===== src/rtl/lpfp_pkg.sv =====
`timescale 1ns / 1ps
`default_nettype none
// ----------------------------------------------------------------------------
// Length-prefixed frame parser package
// Header layout constants and the result beat type shared by the parser files.
// ----------------------------------------------------------------------------
package lpfp_pkg;

   localparam int HEADER_BYTES = 10;
   localparam int COUNT_W      = 4;
   localparam int LENGTH_W     = 32;

   // header byte positions
   localparam logic [COUNT_W-1:0] LEN_BYTES   = COUNT_W'(4);
   localparam logic [COUNT_W-1:0] ID_POS      = COUNT_W'(4);
   localparam logic [COUNT_W-1:0] STATUS_POS  = COUNT_W'(5);
   localparam logic [COUNT_W-1:0] HEADER_LAST = COUNT_W'(HEADER_BYTES - 1);

   localparam logic [LENGTH_W-1:0] HEADER_LEN = LENGTH_W'(HEADER_BYTES);
   localparam logic [7:0]          BIND_RESPONSE_ID = 8'h81;

   typedef struct packed {
      logic [7:0]  packet_id;
      logic [7:0]  status_code;
      logic [31:0] sequence_number;
      logic [7:0]  data_byte;
      logic        has_data;
      logic        last_of_packet;
      logic        is_bind_response;
   } rsp_payload_type;

endpackage
`default_nettype wire


===== src/rtl/lpfp_req_if.sv =====
`timescale 1ns / 1ps
`default_nettype none
// ----------------------------------------------------------------------------
// Request channel
// Valid/ready channel carrying one received byte per beat.
// ----------------------------------------------------------------------------
interface lpfp_req_if;
   logic       valid;
   logic       ready;
   logic [7:0] rx_byte;

   modport source (output valid, output rx_byte, input ready);
   modport sink   (input valid, input rx_byte, output ready);
endinterface
`default_nettype wire


===== src/rtl/lpfp_rsp_if.sv =====
`timescale 1ns / 1ps
`default_nettype none
// ----------------------------------------------------------------------------
// Response channel
// Valid/ready channel carrying one tagged body byte or empty-packet marker.
// ----------------------------------------------------------------------------
interface lpfp_rsp_if;
   logic        valid;
   logic        ready;
   logic [7:0]  packet_id;
   logic [7:0]  status_code;
   logic [31:0] sequence_number;
   logic [7:0]  data_byte;
   logic        has_data;
   logic        last_of_packet;
   logic        is_bind_response;

   modport source (output valid, output packet_id, output status_code,
                   output sequence_number, output data_byte, output has_data,
                   output last_of_packet, output is_bind_response, input ready);
   modport sink   (input valid, input packet_id, input status_code,
                   input sequence_number, input data_byte, input has_data,
                   input last_of_packet, input is_bind_response, output ready);
endinterface
`default_nettype wire


===== src/rtl/lpfp_core.sv =====
`timescale 1ns / 1ps
`default_nettype none
// ----------------------------------------------------------------------------
// Length-prefixed frame parser core
// Header collection and body counting state; one byte per step.
// ----------------------------------------------------------------------------
module lpfp_core (
   input  wire logic                     clock,
   input  wire logic                     reset,
   input  wire logic                     step,
   input  wire logic [7:0]               rx_byte,
   output      logic                     res_valid,
   output      lpfp_pkg::rsp_payload_type res
);

   logic                                  in_body_ff, in_body_in;
   logic [lpfp_pkg::COUNT_W-1:0]          header_count_ff, header_count_in;
   logic [lpfp_pkg::LENGTH_W-1:0]         length_ff, length_in;
   logic [7:0]                            packet_id_ff, packet_id_in;
   logic [7:0]                            status_ff, status_in;
   logic [31:0]                           sequence_ff, sequence_in;
   logic [lpfp_pkg::LENGTH_W-1:0]         remaining_ff, remaining_in;
   logic                                  body_last;

   assign body_last = (remaining_ff <= lpfp_pkg::LENGTH_W'(1));

   always_comb begin
      in_body_in      = in_body_ff;
      header_count_in = header_count_ff;
      length_in       = length_ff;
      packet_id_in    = packet_id_ff;
      status_in       = status_ff;
      sequence_in     = sequence_ff;
      remaining_in    = remaining_ff;
      res_valid       = 1'b0;
      res.packet_id        = packet_id_ff;
      res.status_code      = status_ff;
      res.sequence_number  = sequence_ff;
      res.data_byte        = rx_byte;
      res.has_data         = 1'b1;
      res.last_of_packet   = body_last;
      res.is_bind_response = (packet_id_ff == lpfp_pkg::BIND_RESPONSE_ID);

      if (in_body_ff) begin
         res_valid = 1'b1;
         if (body_last) begin
            in_body_in      = 1'b0;
            remaining_in    = '0;
            header_count_in = '0;
         end else begin
            remaining_in = remaining_ff - lpfp_pkg::LENGTH_W'(1);
         end
      end else begin
         priority if (header_count_ff < lpfp_pkg::LEN_BYTES) begin
            length_in = {length_ff[lpfp_pkg::LENGTH_W-9:0], rx_byte};
         end else if (header_count_ff == lpfp_pkg::ID_POS) begin
            packet_id_in = rx_byte;
         end else if (header_count_ff == lpfp_pkg::STATUS_POS) begin
            status_in = rx_byte;
         end else begin
            sequence_in = {sequence_ff[23:0], rx_byte};
         end

         if (header_count_ff < lpfp_pkg::HEADER_LAST) begin
            header_count_in = header_count_ff + lpfp_pkg::COUNT_W'(1);
         end else begin
            header_count_in = '0;
            // short length: drop the header; exact length: empty-body marker
            if (length_in == lpfp_pkg::HEADER_LEN) begin
               res_valid            = 1'b1;
               res.packet_id        = packet_id_in;
               res.status_code      = status_in;
               res.sequence_number  = sequence_in;
               res.data_byte        = 8'h00;
               res.has_data         = 1'b0;
               res.last_of_packet   = 1'b1;
               res.is_bind_response = (packet_id_in == lpfp_pkg::BIND_RESPONSE_ID);
            end else if (length_in > lpfp_pkg::HEADER_LEN) begin
               remaining_in = length_in - lpfp_pkg::HEADER_LEN;
               in_body_in   = 1'b1;
            end
         end
      end
   end

   always_ff @(posedge clock) begin
      if (reset) begin
         in_body_ff      <= 1'b0;
         header_count_ff <= '0;
      end else if (step) begin
         in_body_ff      <= in_body_in;
         header_count_ff <= header_count_in;
      end
   end

   always_ff @(posedge clock) begin
      if (step) begin
         length_ff    <= length_in;
         packet_id_ff <= packet_id_in;
         status_ff    <= status_in;
         sequence_ff  <= sequence_in;
         remaining_ff <= remaining_in;
      end
   end

   a_count_in_range: assert property (@(posedge clock) disable iff (reset)
      header_count_ff <= lpfp_pkg::HEADER_LAST)
      else $error("header count beyond last header byte");

   a_body_count_clear: assert property (@(posedge clock) disable iff (reset)
      in_body_ff |-> (header_count_ff == '0))
      else $error("header count not cleared during body");

   a_body_ends: assert property (@(posedge clock) disable iff (reset)
      (step && in_body_ff && body_last) |=> !in_body_ff)
      else $error("body did not end after last byte");

endmodule
`default_nettype wire


===== src/rtl/length_prefixed_frame_parser_top.sv =====
`timescale 1ns / 1ps
`default_nettype none
// ----------------------------------------------------------------------------
// Length-prefixed frame parser
// Splits a byte stream into 10-byte headers and tagged body bytes.
// ----------------------------------------------------------------------------
// A result is registered and appears on rsp_chan in the cycle after the byte that causes it is accepted.
// Throughput: one byte per cycle; the input stalls only while a held result
//    beat is not taken by rsp_chan.
// Reset: synchronous, active high; parser returns to header collection and
//    the result register empties.
module length_prefixed_frame_parser_top (
   input  wire logic  clock,
   input  wire logic  reset,
   lpfp_req_if.sink   req_chan,
   lpfp_rsp_if.source rsp_chan
);

   logic                      accept;
   logic                      res_valid;
   lpfp_pkg::rsp_payload_type res;
   logic                      rsp_valid_ff, rsp_valid_in;
   lpfp_pkg::rsp_payload_type rsp_ff;

   assign req_chan.ready = !rsp_valid_ff || rsp_chan.ready;
   assign accept         = req_chan.valid && req_chan.ready;

   lpfp_core u_core (
      .clock     (clock),
      .reset     (reset),
      .step      (accept),
      .rx_byte   (req_chan.rx_byte),
      .res_valid (res_valid),
      .res       (res)
   );

   always_comb begin
      rsp_valid_in = rsp_valid_ff;
      if (accept) begin
         rsp_valid_in = res_valid;
      end else if (rsp_chan.ready) begin
         rsp_valid_in = 1'b0;
      end
   end

   always_ff @(posedge clock) begin
      if (reset) begin
         rsp_valid_ff <= 1'b0;
      end else begin
         rsp_valid_ff <= rsp_valid_in;
      end
   end

   // hold the beat until it is taken
   always_ff @(posedge clock) begin
      if (accept && res_valid) begin
         rsp_ff <= res;
      end
   end

   assign rsp_chan.valid            = rsp_valid_ff;
   assign rsp_chan.packet_id        = rsp_ff.packet_id;
   assign rsp_chan.status_code      = rsp_ff.status_code;
   assign rsp_chan.sequence_number  = rsp_ff.sequence_number;
   assign rsp_chan.data_byte        = rsp_ff.data_byte;
   assign rsp_chan.has_data         = rsp_ff.has_data;
   assign rsp_chan.last_of_packet   = rsp_ff.last_of_packet;
   assign rsp_chan.is_bind_response = rsp_ff.is_bind_response;

   a_result_loaded: assert property (@(posedge clock) disable iff (reset)
      (accept && res_valid) |=> rsp_valid_ff)
      else $error("result beat lost");

endmodule
`default_nettype wire


===== src/flat_wrapper.sv =====
// flat-port wrapper written by rule: the top's interface ports become plain ports
module length_prefixed_frame_parser_top_flat 
  (clock, reset, req_chan_valid, req_chan_rx_byte, req_chan_ready, rsp_chan_valid, rsp_chan_packet_id, rsp_chan_status_code, rsp_chan_sequence_number, rsp_chan_data_byte, rsp_chan_has_data, rsp_chan_last_of_packet, rsp_chan_is_bind_response, rsp_chan_ready);
  lpfp_req_if req_chan_i ();
  lpfp_rsp_if rsp_chan_i ();
  input  wire logic clock;
  input  wire logic reset;
  input wire logic [$bits(req_chan_i.valid)-1:0] req_chan_valid;
  input wire logic [$bits(req_chan_i.rx_byte)-1:0] req_chan_rx_byte;
  output wire logic [$bits(req_chan_i.ready)-1:0] req_chan_ready;
  output wire logic [$bits(rsp_chan_i.valid)-1:0] rsp_chan_valid;
  output wire logic [$bits(rsp_chan_i.packet_id)-1:0] rsp_chan_packet_id;
  output wire logic [$bits(rsp_chan_i.status_code)-1:0] rsp_chan_status_code;
  output wire logic [$bits(rsp_chan_i.sequence_number)-1:0] rsp_chan_sequence_number;
  output wire logic [$bits(rsp_chan_i.data_byte)-1:0] rsp_chan_data_byte;
  output wire logic [$bits(rsp_chan_i.has_data)-1:0] rsp_chan_has_data;
  output wire logic [$bits(rsp_chan_i.last_of_packet)-1:0] rsp_chan_last_of_packet;
  output wire logic [$bits(rsp_chan_i.is_bind_response)-1:0] rsp_chan_is_bind_response;
  input wire logic [$bits(rsp_chan_i.ready)-1:0] rsp_chan_ready;
  assign req_chan_i.valid = req_chan_valid;
  assign req_chan_i.rx_byte = req_chan_rx_byte;
  assign req_chan_ready = req_chan_i.ready;
  assign rsp_chan_valid = rsp_chan_i.valid;
  assign rsp_chan_packet_id = rsp_chan_i.packet_id;
  assign rsp_chan_status_code = rsp_chan_i.status_code;
  assign rsp_chan_sequence_number = rsp_chan_i.sequence_number;
  assign rsp_chan_data_byte = rsp_chan_i.data_byte;
  assign rsp_chan_has_data = rsp_chan_i.has_data;
  assign rsp_chan_last_of_packet = rsp_chan_i.last_of_packet;
  assign rsp_chan_is_bind_response = rsp_chan_i.is_bind_response;
  assign rsp_chan_i.ready = rsp_chan_ready;
  length_prefixed_frame_parser_top u_core (.clock(clock), .reset(reset), .req_chan(req_chan_i), .rsp_chan(rsp_chan_i));
endmodule

===== config.mk =====
export PLATFORM = sky130hd
export DESIGN_NAME = length_prefixed_frame_parser_top_flat
export DESIGN_NICKNAME = d
export VERILOG_FILES = /design/src/rtl/lpfp_pkg.sv /design/src/rtl/lpfp_req_if.sv /design/src/rtl/lpfp_rsp_if.sv /design/src/rtl/lpfp_core.sv /design/src/rtl/length_prefixed_frame_parser_top.sv /design/src/flat_wrapper.sv
export SDC_FILE = /design/constraint.sdc
export NUM_CORES = 1
export LEC_CHECK = 0
export BUFFER_PORTS_ARGS = -buffer_cell sky130_fd_sc_hd__buf_2
export CORE_MARGIN = 4
export CORE_UTILIZATION = 45
export CTS_CLUSTER_SIZE = 28
export DETAILED_ROUTE_END_ITERATION = 8
export SYNTH_ARGS = -nofsm -noshare
export SYNTH_HDL_FRONTEND = slang
export SYNTH_SLANG_ARGS = --single-unit

===== constraint.sdc =====
create_clock -name clock -period 10.4 [get_ports clock]
set_input_delay 2.08 -clock clock [delete_from_list [all_inputs] [get_ports clock]]
set_output_delay 2.08 -clock clock [all_outputs]
set_load 0.02 [all_outputs]

==> summary.txt <==
status: complete, no violations
max-slew violation count: 0
Initial Utilization: 45.7%
#FFs+latches synth: 177
required time of the critical path: 8.32 ns
Remaining Overflow, GRT: 0
clock latency on the worst-skew pair: 0.43 ns
Critical Path AT: 2.51 ns
Nets: 798
total CTS buffers: 17
setup_tns: 0 ns
Final Core Density: 51.7%
DP HPWL: 14,000 um
setup bufs post-CTS: 0
Post-Layout Cell Count: 1,057
peak fanout along the critical path: 4
hold_ws: 0.451 ns
clock buffer depth: 2
# setup viols final: 0
Worst Path Class, Setup: in2out
worst reg-to-reg path cell count: 9
relative slew slack: 21.7%
H-tree depth: 4
dpl cells: 1,025
root buffer cell: clkbuf_16
first-pass GRT wire length: 32,500 um
reg2reg setup slack: 6.16 ns
RSZ-0062 raised after global routing: no
synth unique cells: 61
max cap viols: 0
FILL cells: 1,684
Area Growth Syn to Fin: 13.3%
num rows: 51
top cells by area, synth: edfxtp_1 (58%), mux2_2 (11%), nand2_1 (2.9%)
Diodes inserted: 0
cts hold-fix bufs: 0
CP Capture Type: output port
syn avg cell area: 12.3 sq um
vias in the first global route: 5,958
die height: 149 um
PortBufs: 72
Final Hold Viols: 0
largest net degree at the start of global routing: 82
syn_nets: 742
layout cells sized above 1: 27.1%
PwrDens: 152 nW/um^2
Netlist Area Pre-Place: 8890 sq um
critical path startpoint category: input port
Slew @ Worst Pin: 1.17 ns
Die W: 149 um
Seq/Total Area, Yosys: 59.1%
Period minus WS final: 4.59 ns
die area: 22,100 sq um
Worst-path clk slew: 0.07 ns
clk sinks: 177
post-synth top area cell: edfxtp_1
gr usage total: 18.8%
ys flop type: edfxtp_1
cts repair resizes: 0
IO Count: 73
FMAX: 218 MHz
Critical Path End: req_chan_ready
EDFF count, synth: 171
antenna violations before repair: 0
core box area: 19,500 sq um
R2R Path Start: u_core.u_core.header_count_ff[2]$_SDFFE_PP0P_
DRT Wirelength: 20,500 um
top cell type's share of synthesized area: 57.8%
Vias per Instance: 5.81
fraction of registers with async set or reset after synthesis: 0%
DRC viols: 0
Leak: 0.00342 uW
RR Endpoint: u_core.rsp_chan.sequence_number[3]$_DFFE_PP_
cells after synthesis: 723
wire length per cell: 19.4 um
Max IR drop VDD: 105 uV
Worst Setup SP: rsp_chan_ready
period utilization: 44.1%
worst hold path type: reg2reg
vias: 6,144
first-pass detailed-route iteration total: 5
RD Place Congestion: 0.865
CTS tree: yes
DRT iter0 DRCs: 678
Clock Skews: 0.0112 ns
YS warnings: 0
Routed Antenna Nets: 0
## cell families after synthesis
group	after synthesis	synth area share [%]
multiplexers	99	12.4
adder cells (fa/ha/maj)	7	0.985
buffers and inverters	65	2.90
XOR/XNOR	40	3.94
AO/OA/AOI/OAI	96	6.91
AND/OR/NAND/NOR	239	13.8
flip-flops	177	59.1
## placed cells by master (no fill, tap or decap), drive strengths merged, types with 12 or more instances in the layout
master / instances
inv: 29
o22ai: 12
nor3: 29
mux2: 86
nand3: 13
o21ai: 19
xnor2: 26
nand2: 69
and2: 12
clkbuf: 17
a21oi: 30
mux2i: 13
or3: 12
buf: 83
xor2: 14
nor2: 40
edfxtp: 171
nor4: 26
## cell type report
cell class / count / area [sq um] / share of cell area (%)
clock inverter: 15 / 135 / 1.34
tap: 265 / 332 / 3.29
inverter: 19 / 71.3 / 0.708
timing repair buffer: 83 / 443 / 4.40
sequential: 177 / 5260 / 52.2
multi-input combinational: 481 / 3410 / 33.9
clock buffer: 17 / 425 / 4.22
## critical path: stages
cell and delay, ns:
buf_2 0.09, nand2b_1 0.17, buf_2 0.17
## worst min path at each step
stage,from,endpoint,slack (ns),cells after the start
global placement,u_core.u_core.status_ff[4]$_DFFE_PP_,u_core.rsp_chan.status_code[4]$_DFFE_PP_,0.43,0
CTS,u_core.u_core.status_ff[5]$_DFFE_PP_,u_core.rsp_chan.status_code[5]$_DFFE_PP_,0.45,0
floorplan,u_core.u_core.header_count_ff[1]$_SDFFE_PP0P_,u_core.u_core.header_count_ff[1]$_SDFFE_PP0P_,0.48,2
finish,u_core.u_core.status_ff[5]$_DFFE_PP_,u_core.rsp_chan.status_code[5]$_DFFE_PP_,0.45,0
detailed placement,u_core.u_core.status_ff[5]$_DFFE_PP_,u_core.rsp_chan.status_code[5]$_DFFE_PP_,0.43,0
global route,u_core.u_core.status_ff[5]$_DFFE_PP_,u_core.rsp_chan.status_code[5]$_DFFE_PP_,0.46,0
## per-stage QoR
step / setup WS [ns] / area (sq um) / power, uW
CTS: 5.81 / 10100 / 1540
floorplan: 3.78 / 8890 / 897
detailed placement: 5.73 / 9510 / 926
finish: 5.81 / 10100 / 1530
global route: 5.79 / 10100 / 1580
global placement: 5.81 / 9510 / 923
## state kept, by name, indices dropped and copies added, names as in the netlist
register,count
u_core.rsp_chan.sequence_number,32
u_core.u_core.length_ff,32
u_core.u_core.remaining_ff,32
u_core.u_core.sequence_ff,32
u_core.rsp_chan.data_byte,8
u_core.rsp_chan.packet_id,8
u_core.rsp_chan.status_code,8
u_core.u_core.packet_id_ff,8
u_core.u_core.status_ff,8
u_core.u_core.header_count_ff,4
u_core.rsp_chan.has_data,1
u_core.rsp_chan.is_bind_response,1
u_core.rsp_chan.last_of_packet,1
u_core.rsp_chan.valid,1
u_core.u_core.in_body_ff,1
## routing by layer
| layer | vias up | wire [um] | track usage [%] |
|---|---|---|---|
| met5 | - | 0 | 0 |
| met4 | 0 | 274 | 6.24 |
| met3 | 27 | 1190 | 3.20 |
| met2 | 213 | 9910 | 30.3 |
| met1 | 3071 | 9170 | 26.0 |
| li1 | 2833 | - | - |
## synth_stat cells (2+ instances only)
cell	number
nor2_1	40
or2_2	2
ha_1	7
a31o_2	2
dfxtp_1	6
buf_1	4
edfxtp_1	171
o21a_1	4
mux2i_1	13
o22ai_1	12
or4_1	8
nand4_1	9
nand2_1	69
nor4_1	25
a21boi_0	2
xor2_1	14
nand3_1	13
nor3_1	29
nand2b_1	5
inv_1	19
clkbuf_1	33
a311oi_1	2
o21ai_0	19
o32ai_1	2
nor2b_1	3
a21oi_1	30
xnor2_1	26
o211ai_1	3
and2_1	11
nand3b_1	3
buf_2	7
o31ai_1	5
or3_1	12
mux2_2	86
## report_power, final
group          internal (uW)  switching [uW]  leakage (uW)
clock                    317             303      0.000277
combinational           35.7            51.9       0.00150
sequential               806            17.0       0.00165
total                   1160             372       0.00342
(Power assumes the default switching activity.)
